<file path="src/rtl/core/greedy_switch_frame_slot_assigner_core_macros.svh">
// Assertion macros for the frame slot assigner.
`ifndef GREEDY_SWITCH_FRAME_SLOT_ASSIGNER_CORE_MACROS_SVH
`define GREEDY_SWITCH_FRAME_SLOT_ASSIGNER_CORE_MACROS_SVH

// The consequent must hold in the same cycle as the antecedent.
`define GSFSA_ASSERT_SAME(label, clk, rst_n, ante, cons, msg) \
    label: assert property (@(posedge clk) disable iff (!(rst_n)) (ante) |-> (cons)) \
        else $error(msg);

// The consequent must hold in the cycle after the antecedent.
`define GSFSA_ASSERT_NEXT(label, clk, rst_n, ante, cons, msg) \
    label: assert property (@(posedge clk) disable iff (!(rst_n)) (ante) |=> (cons)) \
        else $error(msg);

`endif

</file>
<file path="src/rtl/core/gsfsa_pkg.sv">
package gsfsa_pkg;

    localparam int CFG_IDX_W  = 1;
    localparam int CFG_DATA_W = 7;

    localparam logic [CFG_IDX_W-1:0] CFG_PORT_COUNT   = 1'd0;
    localparam logic [CFG_IDX_W-1:0] CFG_FRAME_LENGTH = 1'd1;

    localparam logic OP_ASSIGN      = 1'b0;
    localparam logic OP_FRAME_START = 1'b1;

    localparam logic [1:0] STAT_ASSIGNED      = 2'd0;
    localparam logic [1:0] STAT_NO_SLOT       = 2'd1;
    localparam logic [1:0] STAT_FRAME_CLEARED = 2'd2;
    localparam logic [1:0] STAT_OUT_OF_RANGE  = 2'd3;

    localparam logic [4:0] PORT_COUNT_RESET   = 5'd16;
    localparam logic [6:0] FRAME_LENGTH_RESET = 7'd64;

    typedef enum logic {
        ST_IDLE,
        ST_CALC
    } t_state;

endpackage

</file>
<file path="src/rtl/core/greedy_switch_frame_slot_assigner_core.sv">
// Results: the port memories are read into registers when an input beat is taken, and
// the result is registered from them in the calc state, later only while the previous
// result still waits at the output. A new request is taken only in the idle state,
// after the previous one is committed, so the memory reads precede each read-modify-write.
// Reset: registers go to 16 ports and 64 slots, every map reads free, pointers and
// counts read zero through per-entry valid bits; there is no clearing pass.
`include "greedy_switch_frame_slot_assigner_core_macros.svh"

module greedy_switch_frame_slot_assigner_core #(
    parameter int PORTS     = 16,
    parameter int MAX_SLOTS = 64
) (
    input  logic                          i_clk,
    input  logic                          i_rst_n,
    input  logic                          i_in_valid,
    output logic                          o_in_ready,
    input  logic                          i_operation,
    input  logic [3:0]                    i_source_port,
    input  logic [3:0]                    i_dest_port,
    output logic                          o_out_valid,
    input  logic                          i_out_ready,
    output logic [1:0]                    o_status,
    output logic [5:0]                    o_slot,
    output logic [6:0]                    o_probes,
    output logic [7:0]                    o_slots_needed,
    input  logic                          i_cfg_valid,
    output logic                          o_cfg_ready,
    input  logic [gsfsa_pkg::CFG_IDX_W-1:0]  i_cfg_index,
    input  logic [gsfsa_pkg::CFG_DATA_W-1:0] i_cfg_data
);
    import gsfsa_pkg::*;

    localparam int AW  = $clog2(PORTS);
    localparam int PW  = $clog2(MAX_SLOTS + 1);
    localparam int SIW = $clog2(MAX_SLOTS);
    localparam int WW  = 8 + PW + MAX_SLOTS;
    localparam int PLO = MAX_SLOTS;
    localparam int CLO = MAX_SLOTS + PW;

    // Port memories: one word per port holding {count, pointer, busy map}.
    logic [WW-1:0] r_src_mem [PORTS];
    logic [WW-1:0] r_dst_mem [PORTS];
    logic [WW-1:0] r_src_rd;
    logic [WW-1:0] r_dst_rd;
    logic [PORTS-1:0] r_src_vld;
    logic [PORTS-1:0] r_dst_vld;

    t_state r_state;
    t_state n_state;

    logic [4:0]    r_port_count;
    logic [6:0]    r_frame_length;
    logic [7:0]    r_base_cnt;
    logic [7:0]    r_needed_max;
    logic          r_req_op;
    logic          r_req_oor;
    logic [AW-1:0] r_src_addr;
    logic [AW-1:0] r_dst_addr;

    logic       r_out_valid;
    logic [1:0] r_status;
    logic [5:0] r_slot;
    logic [6:0] r_probes;

    logic          in_accept;
    logic          commit;
    logic          req_write;
    logic          oor;
    logic [AW-1:0] src_addr;
    logic [AW-1:0] dst_addr;

    logic [MAX_SLOTS-1:0] s_busy;
    logic [MAX_SLOTS-1:0] d_busy;
    logic [PW-1:0]        s_ptr;
    logic [PW-1:0]        d_ptr;
    logic [7:0]           s_cnt;
    logic [7:0]           d_cnt;
    logic [8:0]           start9;
    logic [8:0]           limit9;
    logic [MAX_SLOTS-1:0] free_map;
    logic                 found;
    logic [SIW-1:0]       found_idx;
    logic [8:0]           probes9;
    logic [6:0]           probes7;
    logic [MAX_SLOTS-1:0] slot_bit;
    logic [PW-1:0]        s_ptr_n;
    logic [PW-1:0]        d_ptr_n;
    logic [7:0]           s_cnt_n;
    logic [7:0]           d_cnt_n;
    logic [7:0]           max_n;
    logic [1:0]           status_n;
    logic [5:0]           slot_n;
    logic [6:0]           probes_n;
    logic [7:0]           needed_n;

    assign src_addr  = AW'(i_source_port);
    assign dst_addr  = AW'(i_dest_port);
    assign oor = ({1'b0, i_source_port} >= r_port_count) || ({1'b0, i_dest_port} >= r_port_count)
              || (32'(i_source_port) >= PORTS) || (32'(i_dest_port) >= PORTS);
    assign in_accept = i_in_valid && o_in_ready;
    assign req_write = commit && (r_req_op == OP_ASSIGN) && !r_req_oor;
    assign o_cfg_ready = 1'b1;

    // Next state.
    always_comb begin
        n_state = r_state;
        case (r_state)
            ST_IDLE: begin
                if (in_accept) n_state = ST_CALC;
            end
            ST_CALC: begin
                if (!r_out_valid || i_out_ready) n_state = ST_IDLE;
            end
            default: n_state = ST_IDLE;
        endcase
    end

    // Handshake and commit outputs of the sequencer.
    always_comb begin
        o_in_ready = 1'b0;
        commit     = 1'b0;
        case (r_state)
            ST_IDLE: o_in_ready = 1'b1;
            ST_CALC: commit = !r_out_valid || i_out_ready;
            default: begin
                o_in_ready = 1'b0;
                commit     = 1'b0;
            end
        endcase
    end

    // Unwritten entries read as the state left by reset or the last frame start.
    always_comb begin
        s_busy = r_src_vld[r_src_addr] ? r_src_rd[MAX_SLOTS-1:0] : '0;
        d_busy = r_dst_vld[r_dst_addr] ? r_dst_rd[MAX_SLOTS-1:0] : '0;
        s_ptr  = r_src_vld[r_src_addr] ? r_src_rd[CLO-1:PLO] : '0;
        d_ptr  = r_dst_vld[r_dst_addr] ? r_dst_rd[CLO-1:PLO] : '0;
        s_cnt  = r_src_vld[r_src_addr] ? r_src_rd[WW-1:CLO] : r_base_cnt;
        d_cnt  = r_dst_vld[r_dst_addr] ? r_dst_rd[WW-1:CLO] : r_base_cnt;
    end

    // Search window, common free map and lowest-slot encoder.
    always_comb begin
        start9 = (s_ptr > d_ptr) ? 9'(s_ptr) : 9'(d_ptr);
        limit9 = (32'(r_frame_length) < MAX_SLOTS) ? 9'(r_frame_length) : 9'(MAX_SLOTS);
        for (int k = 0; k < MAX_SLOTS; k++) begin
            free_map[k] = !s_busy[k] && !d_busy[k] && (9'(k) >= start9) && (9'(k) < limit9);
        end
        found     = |free_map;
        found_idx = '0;
        for (int k = MAX_SLOTS - 1; k >= 0; k--) begin
            if (free_map[k]) found_idx = SIW'(k);
        end
    end

    always_comb begin
        if (found) begin
            probes9 = 9'(found_idx) - start9 + 9'd1;
        end else if (start9 < limit9) begin
            probes9 = limit9 - start9;
        end else begin
            probes9 = '0;
        end
        probes7  = (probes9 > 9'd127) ? 7'd127 : probes9[6:0];
        slot_bit = found ? (MAX_SLOTS'(1) << found_idx) : '0;
        // A pointer moves only when the slot taken is the start slot it sat at.
        s_ptr_n  = (found && 9'(found_idx) == start9 && 9'(s_ptr) == start9) ? s_ptr + 1'b1 : s_ptr;
        d_ptr_n  = (found && 9'(found_idx) == start9 && 9'(d_ptr) == start9) ? d_ptr + 1'b1 : d_ptr;
        s_cnt_n  = (!found && s_cnt != 8'hFF) ? s_cnt + 8'd1 : s_cnt;
        d_cnt_n  = (!found && d_cnt != 8'hFF) ? d_cnt + 8'd1 : d_cnt;
        max_n    = r_needed_max;
        if (s_cnt_n > max_n) max_n = s_cnt_n;
        if (d_cnt_n > max_n) max_n = d_cnt_n;
    end

    always_comb begin
        status_n = STAT_OUT_OF_RANGE;
        slot_n   = '0;
        probes_n = '0;
        needed_n = r_needed_max;
        if (r_req_op == OP_FRAME_START) begin
            status_n = STAT_FRAME_CLEARED;
            needed_n = {1'b0, r_frame_length};
        end else if (!r_req_oor) begin
            status_n = found ? STAT_ASSIGNED : STAT_NO_SLOT;
            slot_n   = found ? 6'(found_idx) : 6'd0;
            probes_n = probes7;
            needed_n = max_n;
        end
    end

    always_ff @(posedge i_clk) begin
        if (in_accept) begin
            r_src_rd <= r_src_mem[src_addr];
            r_dst_rd <= r_dst_mem[dst_addr];
        end
        if (req_write) begin
            r_src_mem[r_src_addr] <= {s_cnt_n, s_ptr_n, s_busy | slot_bit};
            r_dst_mem[r_dst_addr] <= {d_cnt_n, d_ptr_n, d_busy | slot_bit};
        end
    end

    always_ff @(posedge i_clk) begin
        if (in_accept) begin
            r_req_op   <= i_operation;
            r_req_oor  <= oor;
            r_src_addr <= src_addr;
            r_dst_addr <= dst_addr;
        end
        if (commit) begin
            r_status <= status_n;
            r_slot   <= slot_n;
            r_probes <= probes_n;
        end
    end

    always_ff @(posedge i_clk) begin
        if (!i_rst_n) begin
            r_state        <= ST_IDLE;
            r_port_count   <= PORT_COUNT_RESET;
            r_frame_length <= FRAME_LENGTH_RESET;
            r_base_cnt     <= '0;
            r_needed_max   <= '0;
            r_src_vld      <= '0;
            r_dst_vld      <= '0;
            r_out_valid    <= 1'b0;
        end else begin
            r_state <= n_state;
            if (i_cfg_valid && o_cfg_ready) begin
                case (i_cfg_index)
                    CFG_PORT_COUNT:   r_port_count   <= i_cfg_data[4:0];
                    CFG_FRAME_LENGTH: r_frame_length <= i_cfg_data[6:0];
                    default: ;
                endcase
            end
            if (commit) begin
                r_out_valid  <= 1'b1;
                r_needed_max <= needed_n;
                if (r_req_op == OP_FRAME_START) begin
                    r_src_vld  <= '0;
                    r_dst_vld  <= '0;
                    r_base_cnt <= {1'b0, r_frame_length};
                end else if (req_write) begin
                    r_src_vld[r_src_addr] <= 1'b1;
                    r_dst_vld[r_dst_addr] <= 1'b1;
                end
            end else if (i_out_ready) begin
                r_out_valid <= 1'b0;
            end
        end
    end

    assign o_out_valid    = r_out_valid;
    assign o_status       = r_status;
    assign o_slot         = r_slot;
    assign o_probes       = r_probes;
    assign o_slots_needed = r_needed_max;

    `GSFSA_ASSERT_NEXT(a_accept_to_calc, i_clk, i_rst_n, in_accept, r_state == ST_CALC, "accepted beat did not start a search")
    `GSFSA_ASSERT_SAME(a_assigned_probed, i_clk, i_rst_n, r_out_valid && o_status == STAT_ASSIGNED, o_probes != 7'd0, "assigned slot with no probe")
    `GSFSA_ASSERT_SAME(a_cleared_quiet, i_clk, i_rst_n, r_out_valid && o_status == STAT_FRAME_CLEARED, o_probes == 7'd0 && o_slot == 6'd0, "frame start reported a search")
    `GSFSA_ASSERT_SAME(a_slot_in_window, i_clk, i_rst_n, req_write && found, 9'(found_idx) >= start9 && 9'(found_idx) < limit9, "slot outside search window")

endmodule

</file>
<file path="config.mk">
export PLATFORM = sky130hd
export DESIGN_NAME = greedy_switch_frame_slot_assigner_core
export DESIGN_NICKNAME = d
export VERILOG_FILES = /design/src/rtl/core/gsfsa_pkg.sv /design/src/rtl/core/greedy_switch_frame_slot_assigner_core.sv
export VERILOG_INCLUDE_DIRS = /design/src /design/src/rtl/core
export SDC_FILE = /design/constraint.sdc
export NUM_CORES = 2
export LEC_CHECK = 0
export BUFFER_PORTS_ARGS = -buffer_cell sky130_fd_sc_hd__buf_4
export CORE_ASPECT_RATIO = 1.2
export CORE_MARGIN = 1.5
export CORE_UTILIZATION = 63
export DETAILED_ROUTE_END_ITERATION = 6
export PLACE_DENSITY = 0.79
export SLEW_MARGIN = 20
export SYNTH_ARGS = -nofsm -noshare
export SYNTH_HDL_FRONTEND = slang
export SYNTH_SLANG_ARGS = --single-unit
</file>
<file path="constraint.sdc">
create_clock -name i_clk -period 12.07 [get_ports i_clk]
set_clock_uncertainty 0.1 [all_clocks]
set_input_delay 0.6035 -clock i_clk [delete_from_list [all_inputs] [get_ports i_clk]]
set_output_delay 0.6035 -clock i_clk [all_outputs]
set_load 0.05 [all_outputs]
</file>
# Word level (Yosys, flattened, before mapping)
# Memories as Yosys holds them, arrays and structs flattened. A register that Yosys moved wholly into a read port is not among the register bits.
# Index checks and enable logic that the tools add are counted.
# W data, S select, Z words.
[classes] addsub=7 n_reduce_logical=345 n_lt_le_gt_ge=140 shift=1 mux=107 bitwise_logic=8 eq_ne=6
[op_table] operator="$mux W6" n=64
[op_table] operator="$ge A6 B7 Y1 const A" n=32
[op_table] operator="$lt A6 B7 Y1 const A" n=32
[op_table] operator="$logic_and A1 B1 Y1" n=202
[op_table] operator="$mux W64" n=3
[op_table] operator="$logic_not A1 Y1" n=131
[op_table] operator="$or A64 B64 Y64" n=2
[op_table] operator="$ge A5 B7 Y1 const A" n=16
[op_table] operator="$lt A5 B7 Y1 const A" n=16
[op_table] operator="$mux W16" n=4
[op_table] operator="$mux W8" n=8
[op_table] operator="$reduce_or A64 Y1" n=1
[op_table] operator="$shl A1 B6 Y64 const A" n=1
[op_table] operator="$ge A4 B7 Y1 const A" n=8
[op_table] operator="$lt A4 B7 Y1 const A" n=8
[op_table] operator="$mux W7" n=7
[op_table] operator="$or A16 B16 Y16" n=2
[op_table] operator="$ge A3 B7 Y1 const A" n=4
[op_table] operator="$lt A3 B7 Y1 const A" n=4
[op_table] operator="$mux W9" n=2
[op_table] operator="$add A8 B1 Y8 const B" n=2
[op_table] operator="$gt A8 B8 Y1" n=2
[op_table] operator="$ne A8 B8 Y1 const B" n=2
[op_table] operator="$add A7 B1 Y7 const B" n=2
[op_table] operator="other kinds (27)" n=59
[totals] mem_count=2 mem_bits_rw=2528 register_bits=86 elab_cells=632 inputBits=22 output_inout_bits=26
[mem_list] memory="r_dst_mem" depth=16 width=79 read_ports=1 rd_ports_with_merged_regs=1 write_ports=1 line_no="greedy_switch_frame_slot_assigner_core.sv:42" source="logic [WW-1:0] r_dst_mem [PORTS];"
[mem_list] memory="r_src_mem" depth=16 width=79 read_ports=1 rd_ports_with_merged_regs=1 write_ports=1 line_no="greedy_switch_frame_slot_assigner_core.sv:41" source="logic [WW-1:0] r_src_mem [PORTS];"

# Longest topological paths before layout
[depth] word_depth=77 ltp_mapped=55 ltp_nobuf=39

# Least setup slack after synthesis
# No wires, ideal clock.
[synth_timing] kind="reg-to-reg" startpoint="register r_dst_addr[0]" endpoint="register r_needed_max[5], in the netlist o_slots_needed[5]" stages_incl_launch_ff=52 required_ns=11.851 n_path_buf=16 arrival_ns=10.143 period_less_slack_ns=10.361 slack_ns=1.709 setup_time_ns=0.119 path_cell_list="edfxtp_1 -> buf_4 -> mux2_2 -> o221ai_1 -> o22ai_1 -> buf_2 -> buf_2 -> clkbuf_1 -> clkbuf_1 -> clkbuf_1 -> buf_1 -> clkbuf_1 -> and2_1 -> ha_1 -> inv_1 -> a21oi_1 -> maj3_2 -> or3_1 -> [16 not listed] -> ha_1 -> a21o_1 -> a21o_1 -> a21oi_1 -> o21ai_0 -> o21a_1 -> clkbuf_1 -> mux2i_1 -> ha_1 -> a21o_1 -> a21o_1 -> a21oi_1 -> o21ai_0 -> o21a_1 -> nor2_1 -> a21oi_1 -> o221a_2 -> o221a_2"
[synth_via] elab_chain_len=18 word_cells_on_any_way=341 cone_classes="add/sub: 1; order compare: 67; eq/ne: 1; mux: 12; reduce/logical: 260"
[synth_rtl] element="from (decl)" line_no="greedy_switch_frame_slot_assigner_core.sv:58" source="logic [AW-1:0] r_dst_addr;"
[synth_rtl] element="from (signal assigned)" line_no="greedy_switch_frame_slot_assigner_core.sv:208" source="r_dst_addr <= dst_addr;"
[synth_rtl] element="$bmux W1 S4 (*)" line_no="greedy_switch_frame_slot_assigner_core.sv:135, greedy_switch_frame_slot_assigner_core.sv:137"
[synth_rtl] element="$mux W1 (implied by the code) (*)" line_no="greedy_switch_frame_slot_assigner_core.sv:135, greedy_switch_frame_slot_assigner_core.sv:137"
[synth_rtl] element="$mux W7" line_no="greedy_switch_frame_slot_assigner_core.sv:137" source="d_ptr = r_dst_vld[r_dst_addr] ? r_dst_rd[CLO-1:PLO] : '0;"
[synth_rtl] element="$gt A7 B7 Y1" line_no="greedy_switch_frame_slot_assigner_core.sv:144" source="start9 = (s_ptr > d_ptr) ? 9'(s_ptr) : 9'(d_ptr);"
[synth_rtl] element="$mux W7" line_no="greedy_switch_frame_slot_assigner_core.sv:144"
[synth_rtl] element="$ge A1 B7 Y1 (tied with other cells)" line_no="greedy_switch_frame_slot_assigner_core.sv:147" source="free_map[k] = !s_busy[k] && !d_busy[k] && (9'(k) >= start9) && (9'(k) < limit9);"
[synth_rtl] element="$logic_and A1 B1 Y1 (2 in a row)" line_no="greedy_switch_frame_slot_assigner_core.sv:147"
[synth_rtl] element="$reduce_or A64 Y1 (*)" line_no="greedy_switch_frame_slot_assigner_core.sv:149" source="found = |free_map;"
[synth_rtl] element="[2 not listed]"
[synth_rtl] element="$mux W8 (*)" line_no="greedy_switch_frame_slot_assigner_core.sv:169" source="s_cnt_n = (!found && s_cnt != 8'hFF) ? s_cnt + 8'd1 : s_cnt;"
[synth_rtl] element="named net s_cnt_n[5]" line_no="greedy_switch_frame_slot_assigner_core.sv:88" source="logic [7:0] s_cnt_n;"
[synth_rtl] element="$gt A8 B8 Y1" line_no="greedy_switch_frame_slot_assigner_core.sv:172" source="if (s_cnt_n > max_n) max_n = s_cnt_n;"
[synth_rtl] element="$mux W8 (*)" line_no="greedy_switch_frame_slot_assigner_core.sv:172"
[synth_rtl] element="$gt A8 B8 Y1" line_no="greedy_switch_frame_slot_assigner_core.sv:173" source="if (d_cnt_n > max_n) max_n = d_cnt_n;"
[synth_rtl] element="$mux W8 (*)" line_no="greedy_switch_frame_slot_assigner_core.sv:173"
[synth_rtl] element="$mux W8 (*)" line_no="greedy_switch_frame_slot_assigner_core.sv:184" source="end else if (!r_req_oor) begin"
[synth_rtl] element="$mux W8 (*)" line_no="greedy_switch_frame_slot_assigner_core.sv:181" source="if (r_req_op == OP_FRAME_START) begin"
[synth_rtl] element="to (signal assigned)" line_no="greedy_switch_frame_slot_assigner_core.sv:238" source="r_needed_max <= needed_n;"
[synth_rtl] element="to (decl)" line_no="greedy_switch_frame_slot_assigner_core.sv:54" source="logic [7:0] r_needed_max;"
# The timed path passes the listed nets; every way through them passes the cells marked *. The select of a mux whose other input is x is not followed.
# A chain may end at the register's enable or synchronous reset.

# Final worst setup path
[layout_timing] startpoint="register r_src_addr[1]" endpoint="register r_needed_max[4], in the netlist o_slots_needed[4]"
[layout_via] elab_chain_len=18 word_cells_on_any_way=341 cone_classes="add/sub: 1; order compare: 67; eq/ne: 1; mux: 12; reduce/logical: 260"
[layout_rtl] element="from (decl)" line_no="greedy_switch_frame_slot_assigner_core.sv:57" source="logic [AW-1:0] r_src_addr;"
[layout_rtl] element="from (signal assigned)" line_no="greedy_switch_frame_slot_assigner_core.sv:207" source="r_src_addr <= src_addr;"
[layout_rtl] element="$bmux W1 S4 (*)" line_no="greedy_switch_frame_slot_assigner_core.sv:134, greedy_switch_frame_slot_assigner_core.sv:136, greedy_switch_frame_slot_assigner_core.sv:138"
[layout_rtl] element="$mux W1 (implied by the code) (*)" line_no="greedy_switch_frame_slot_assigner_core.sv:134, greedy_switch_frame_slot_assigner_core.sv:136, greedy_switch_frame_slot_assigner_core.sv:138"
[layout_rtl] element="$mux W7" line_no="greedy_switch_frame_slot_assigner_core.sv:136" source="s_ptr = r_src_vld[r_src_addr] ? r_src_rd[CLO-1:PLO] : '0;"
[layout_rtl] element="$gt A7 B7 Y1" line_no="greedy_switch_frame_slot_assigner_core.sv:144"
[layout_rtl] element="$mux W7" line_no="greedy_switch_frame_slot_assigner_core.sv:144"
[layout_rtl] element="$ge A1 B7 Y1 (tied with other cells)" line_no="greedy_switch_frame_slot_assigner_core.sv:147"
[layout_rtl] element="$logic_and A1 B1 Y1 (2 in a row)" line_no="greedy_switch_frame_slot_assigner_core.sv:147"
[layout_rtl] element="$reduce_or A64 Y1" line_no="greedy_switch_frame_slot_assigner_core.sv:149"
[layout_rtl] element="[2 not listed]"
[layout_rtl] element="$mux W8 (*)" line_no="greedy_switch_frame_slot_assigner_core.sv:169"
[layout_rtl] element="named net s_cnt_n[1]" line_no="greedy_switch_frame_slot_assigner_core.sv:88"
[layout_rtl] element="$gt A8 B8 Y1" line_no="greedy_switch_frame_slot_assigner_core.sv:172"
[layout_rtl] element="$mux W8 (*)" line_no="greedy_switch_frame_slot_assigner_core.sv:172"
[layout_rtl] element="$gt A8 B8 Y1" line_no="greedy_switch_frame_slot_assigner_core.sv:173"
[layout_rtl] element="$mux W8 (*)" line_no="greedy_switch_frame_slot_assigner_core.sv:173"
[layout_rtl] element="$mux W8 (*)" line_no="greedy_switch_frame_slot_assigner_core.sv:184"
[layout_rtl] element="$mux W8 (*)" line_no="greedy_switch_frame_slot_assigner_core.sv:181"
# Marks and branches as above.

==> key figures <==
Floorplanning
  • Initial Utilization: 0.635
  • Row count: 168
  • Vertical die dimension: ~460 um
  • Std-Cell Core Area: approximately 180,000 um2
  • I/O pin count: 48
  • Area enclosed by the die boundary: around 180,000 um2
  • X dimension of the die: 387 um

Drt
  • Number of DRC markers in iteration 0: roughly 10,000
  • Antenna violation net count after detailed routing: 0
  • Average wire length per cell after detail routing: roughly 41 um
  • Average via count per standard cell: 7.44
  • Routed via count: between 60,000 and 70,000
  • Post-Route WL: about 340,000 um
  • DR pass1 iterations: 6
  • DR DRC count: 0

Logic synthesis
  • Async set-reset flop share out of synthesis: 0
  • Mapped Nets: between 5,000 and 6,000
  • Most frequent cell after synthesis: edfxtp_1
  • Top post-synthesis cells by count: edfxtp_1 (2,711), mux4_2 (791), nand2_1 (315), clkbuf_1 (204), nor2_1 (195)
  • Number of flops mapped to enable cells by yosys: between 2,000 and 3,000
  • Sequential-to-total area share from yosys stat: 0.743
  • Number of synthesis warnings: 0
  • Portion of synthesized cell area occupied by the leading cell type: 0.732
  • Avg Synthesized Cell Area: 20.3 um2
  • Cell type with the largest total area after synthesis: edfxtp_1
  • Area of the mapped netlist: 111,000 um2
  • Dominant cells by area after synthesis: edfxtp_1 (73%), mux4_2 (16%), dfxtp_1 (1.1%)
  • Synthesized instance count: roughly 5,500
  • Most frequently used flop master after synthesis: edfxtp_1
  • Distinct cell type count of the synthesized netlist: 101
  • Number of synthesized register bits: ~2,800

Setup path
  • Slowest cell on the critical path: or3_1
  • Worst Setup Start Kind: flip-flop
  • Required time of the critical path: between 10 and 15 ns
  • Category of the critical setup timing path: flip-flop to flip-flop
  • Worst reg2reg path endpoint: o_slots_needed[4]$_SDFFE_PN0P_
  • Setup slack of the most critical reg-to-reg path: approximately 1.3 ns
  • Reg-to-Reg Start: r_src_addr[1]$_DFFE_PP_
  • Cell depth of the worst flop-to-flop path: 35
  • Peak fanout along the critical path: 26
  • Slowest Stage Delay on Critical Path: a little over 0.7 ns
  • Kind of capture point of the worst setup path: flip-flop
  • Critical Path AT: ~11 ns

Hold path
  • Worst hold path stage count: 3
  • Terminating pin of the worst hold path: r_frame_length[6]$_SDFFE_PN1P_
  • Startpoint of the lowest-slack hold path: i_cfg_data[6]
  • Type of the most critical hold path: primary input to flip-flop

Timing
  • Period Utilization, post-route: 0.893
  • Max-slew headroom at the worst pin: 0.190
  • Maximum operating frequency: a little over 90 MHz
  • Max Slew Vio Count: 0
  • Final critical delay including setup and external delays: 10.78 ns
  • Final setup slack of the worst path: roughly 1.3 ns
  • Hold Violations, Final: 0
  • Hold_ws: around 0.12 ns
  • Post-Route Setup TNS: 0 ns
  • Unrepaired setup endpoints after global routing: no
  • Final setup violation count: 0
  • Slew at the pin closest to its max-slew limit: between 1 and 1.5 ns

Clock tree
  • # H-tree levels: 4
  • CTS buffer count: 240
  • Count of buffers added by post-CTS timing repair for setup: 0
  • Clock tree from TritonCTS: built
  • Clock insertion delay at the later pin of the skew report: roughly 0.93 ns
  • Count of hold-fix buffers inserted at cts: 16
  • Clock slew seen by the registers of the worst setup and hold paths: approximately 0.07 ns
  • Cell chosen for the clock root: clkbuf_16
  • Post-cts gate resize count: 0
  • Deepest clock path buffer count: 3
  • Clk sinks: 2,772

Global routing
  • Met2 routing resource usage after global routing: 0.620
  • Met1 routing resource usage after global routing: 0.503
  • Routing layer with the top usage in global route: met2
  • Overall track demand over capacity in global routing: 0.382
  • Number of global-route vias before repair: a little over 60,000
  • First-pass GRT wire length: between 400,000 and 500,000 um
  • Met3 track demand over resource in global routing: 0.0814
  • Number of antenna violations at the first check in global routing: 23
  • Total overflow reported by the global router: 0
  • Maximum number of pins on one net before global-route repair: 109

Run status
  • Outcome: finished clean

Place
  • Post-detail-place hpwl: 181,000 um
  • Count of buffers from port buffering: 46
  • Placer congestion estimate: ~1
  • Post-Place Worst Slack: 1.53 ns
  • Number of instances in the placed design: approximately 8,000

Pwr
  • Maximum vdd ir drop: about 0.24 mV
  • Power Dens Cells: between 150 and 200 nW/um2
  • Total leakage power: a little under 40 nW

Layout
  • Final net count: just under 6,000
  • Synthesis-to-layout area growth: 11.5%
  • Non-filler cells, final: a little over 8,000
  • Fraction of layout instances using a drive strength above 1: 0.261

Run
  • Max_cap viols: 0
-- metrics by stage --
| stage | util | power, mW | instance area [um2] |
|---|---|---|---|
| after floorplan | - | 12.9 | 111000 |
| after global placement | 0.660 | 14.2 | 116000 |
| after detailed placement | 0.660 | 14.2 | 116000 |
| after CTS | 0.708 | 22.2 | 124000 |
| after global routing | 0.708 | 22.7 | 124000 |
| final | 0.708 | 22.2 | 124000 |
-- cells by family (layout without fill, tap and decap cells) --
kind of cell,Yosys count,in the layout,synth area share
AO/OA/AOI/OAI,598,598,0.0362
AND/OR/NAND/NOR,816,816,0.0341
adder cells (fa/ha/maj),50,50,0.00575
XOR/XNOR,44,44,0.00346
other,1,10,0.0000337
flip-flops,2772,2772,0.743
buffers and inverters,362,838,0.0130
multiplexers,838,838,0.165
-- per-layer routing --
metal	routed length [um]	vias up
met2	167000	5086
met4	17100	20
li1	-	23400
met5	136	-
met3	37400	863
met1	116000	32100
-- state kept, by name, indices dropped and copies added, names as in the netlist --
name / flops
r_base_cnt: 7
r_src_rd: 79
o_slots_needed: 8
r_src_mem: 1264
r_req_oor: 1
o_probes: 7
r_src_vld: 16
r_req_op: 1
o_out_valid: 1
r_frame_length: 7
r_dst_addr: 4
r_port_count: 5
r_dst_vld: 16
o_status: 2
r_dst_mem: 1264
r_src_addr: 4
r_dst_rd: 79
o_slot: 6
r_state: 1
-- report_power, final --
group	internal (mW)	switching (mW)
clock network	4.42	3.62
registers	11.0	0.0927
logic	0.889	2.19
-- final cells by class --
class                   count  area [um2]
inverters                  70         263
repair buffers            314        2530
flip-flops and latches   2772       82600
multi-input cells        2347       27500
clock inverters           169        1990
well taps                2295        2870
diodes                      9        22.5
fillers                  9738       51100
clock buffers             285        6170
-- worst max-delay path: cells and delay by family, from the launching register on --
family	cells	cell delay [ns]
mux	3	1.09
compound gates	13	3.86
flops	1	0.64
fa+ha+maj	3	1.00
simple gates	12	2.67
buf+inv	4	1.21
-- worst max-delay path by stage --
stage,from,cells past startpoint,endpoint
global placement,r_src_addr[1]$_DFFE_PP_,35,o_slots_needed[4]$_SDFFE_PN0P_
detailed placement,r_src_addr[1]$_DFFE_PP_,35,o_slots_needed[4]$_SDFFE_PN0P_
floorplan,r_dst_addr[0]$_DFFE_PP_,51,o_slots_needed[5]$_SDFFE_PN0P_
CTS,r_src_addr[1]$_DFFE_PP_,35,o_slots_needed[4]$_SDFFE_PN0P_
finish,r_src_addr[1]$_DFFE_PP_,35,o_slots_needed[4]$_SDFFE_PN0P_
global route,r_src_addr[1]$_DFFE_PP_,35,o_slots_needed[4]$_SDFFE_PN0P_
-- cells in the final DEF, fill, tap and decap left out, types with 68 or more instances in the layout --
cell type and n:
edfxtp_1 2711, nand2_1 314, buf_4 283, clkbuf_16 240, nor2_1 171, o21ai_0 138, nand3_1 68, mux4_2 791
a21oi_1 92
Note: power is estimated with default switching activity, not from simulation.
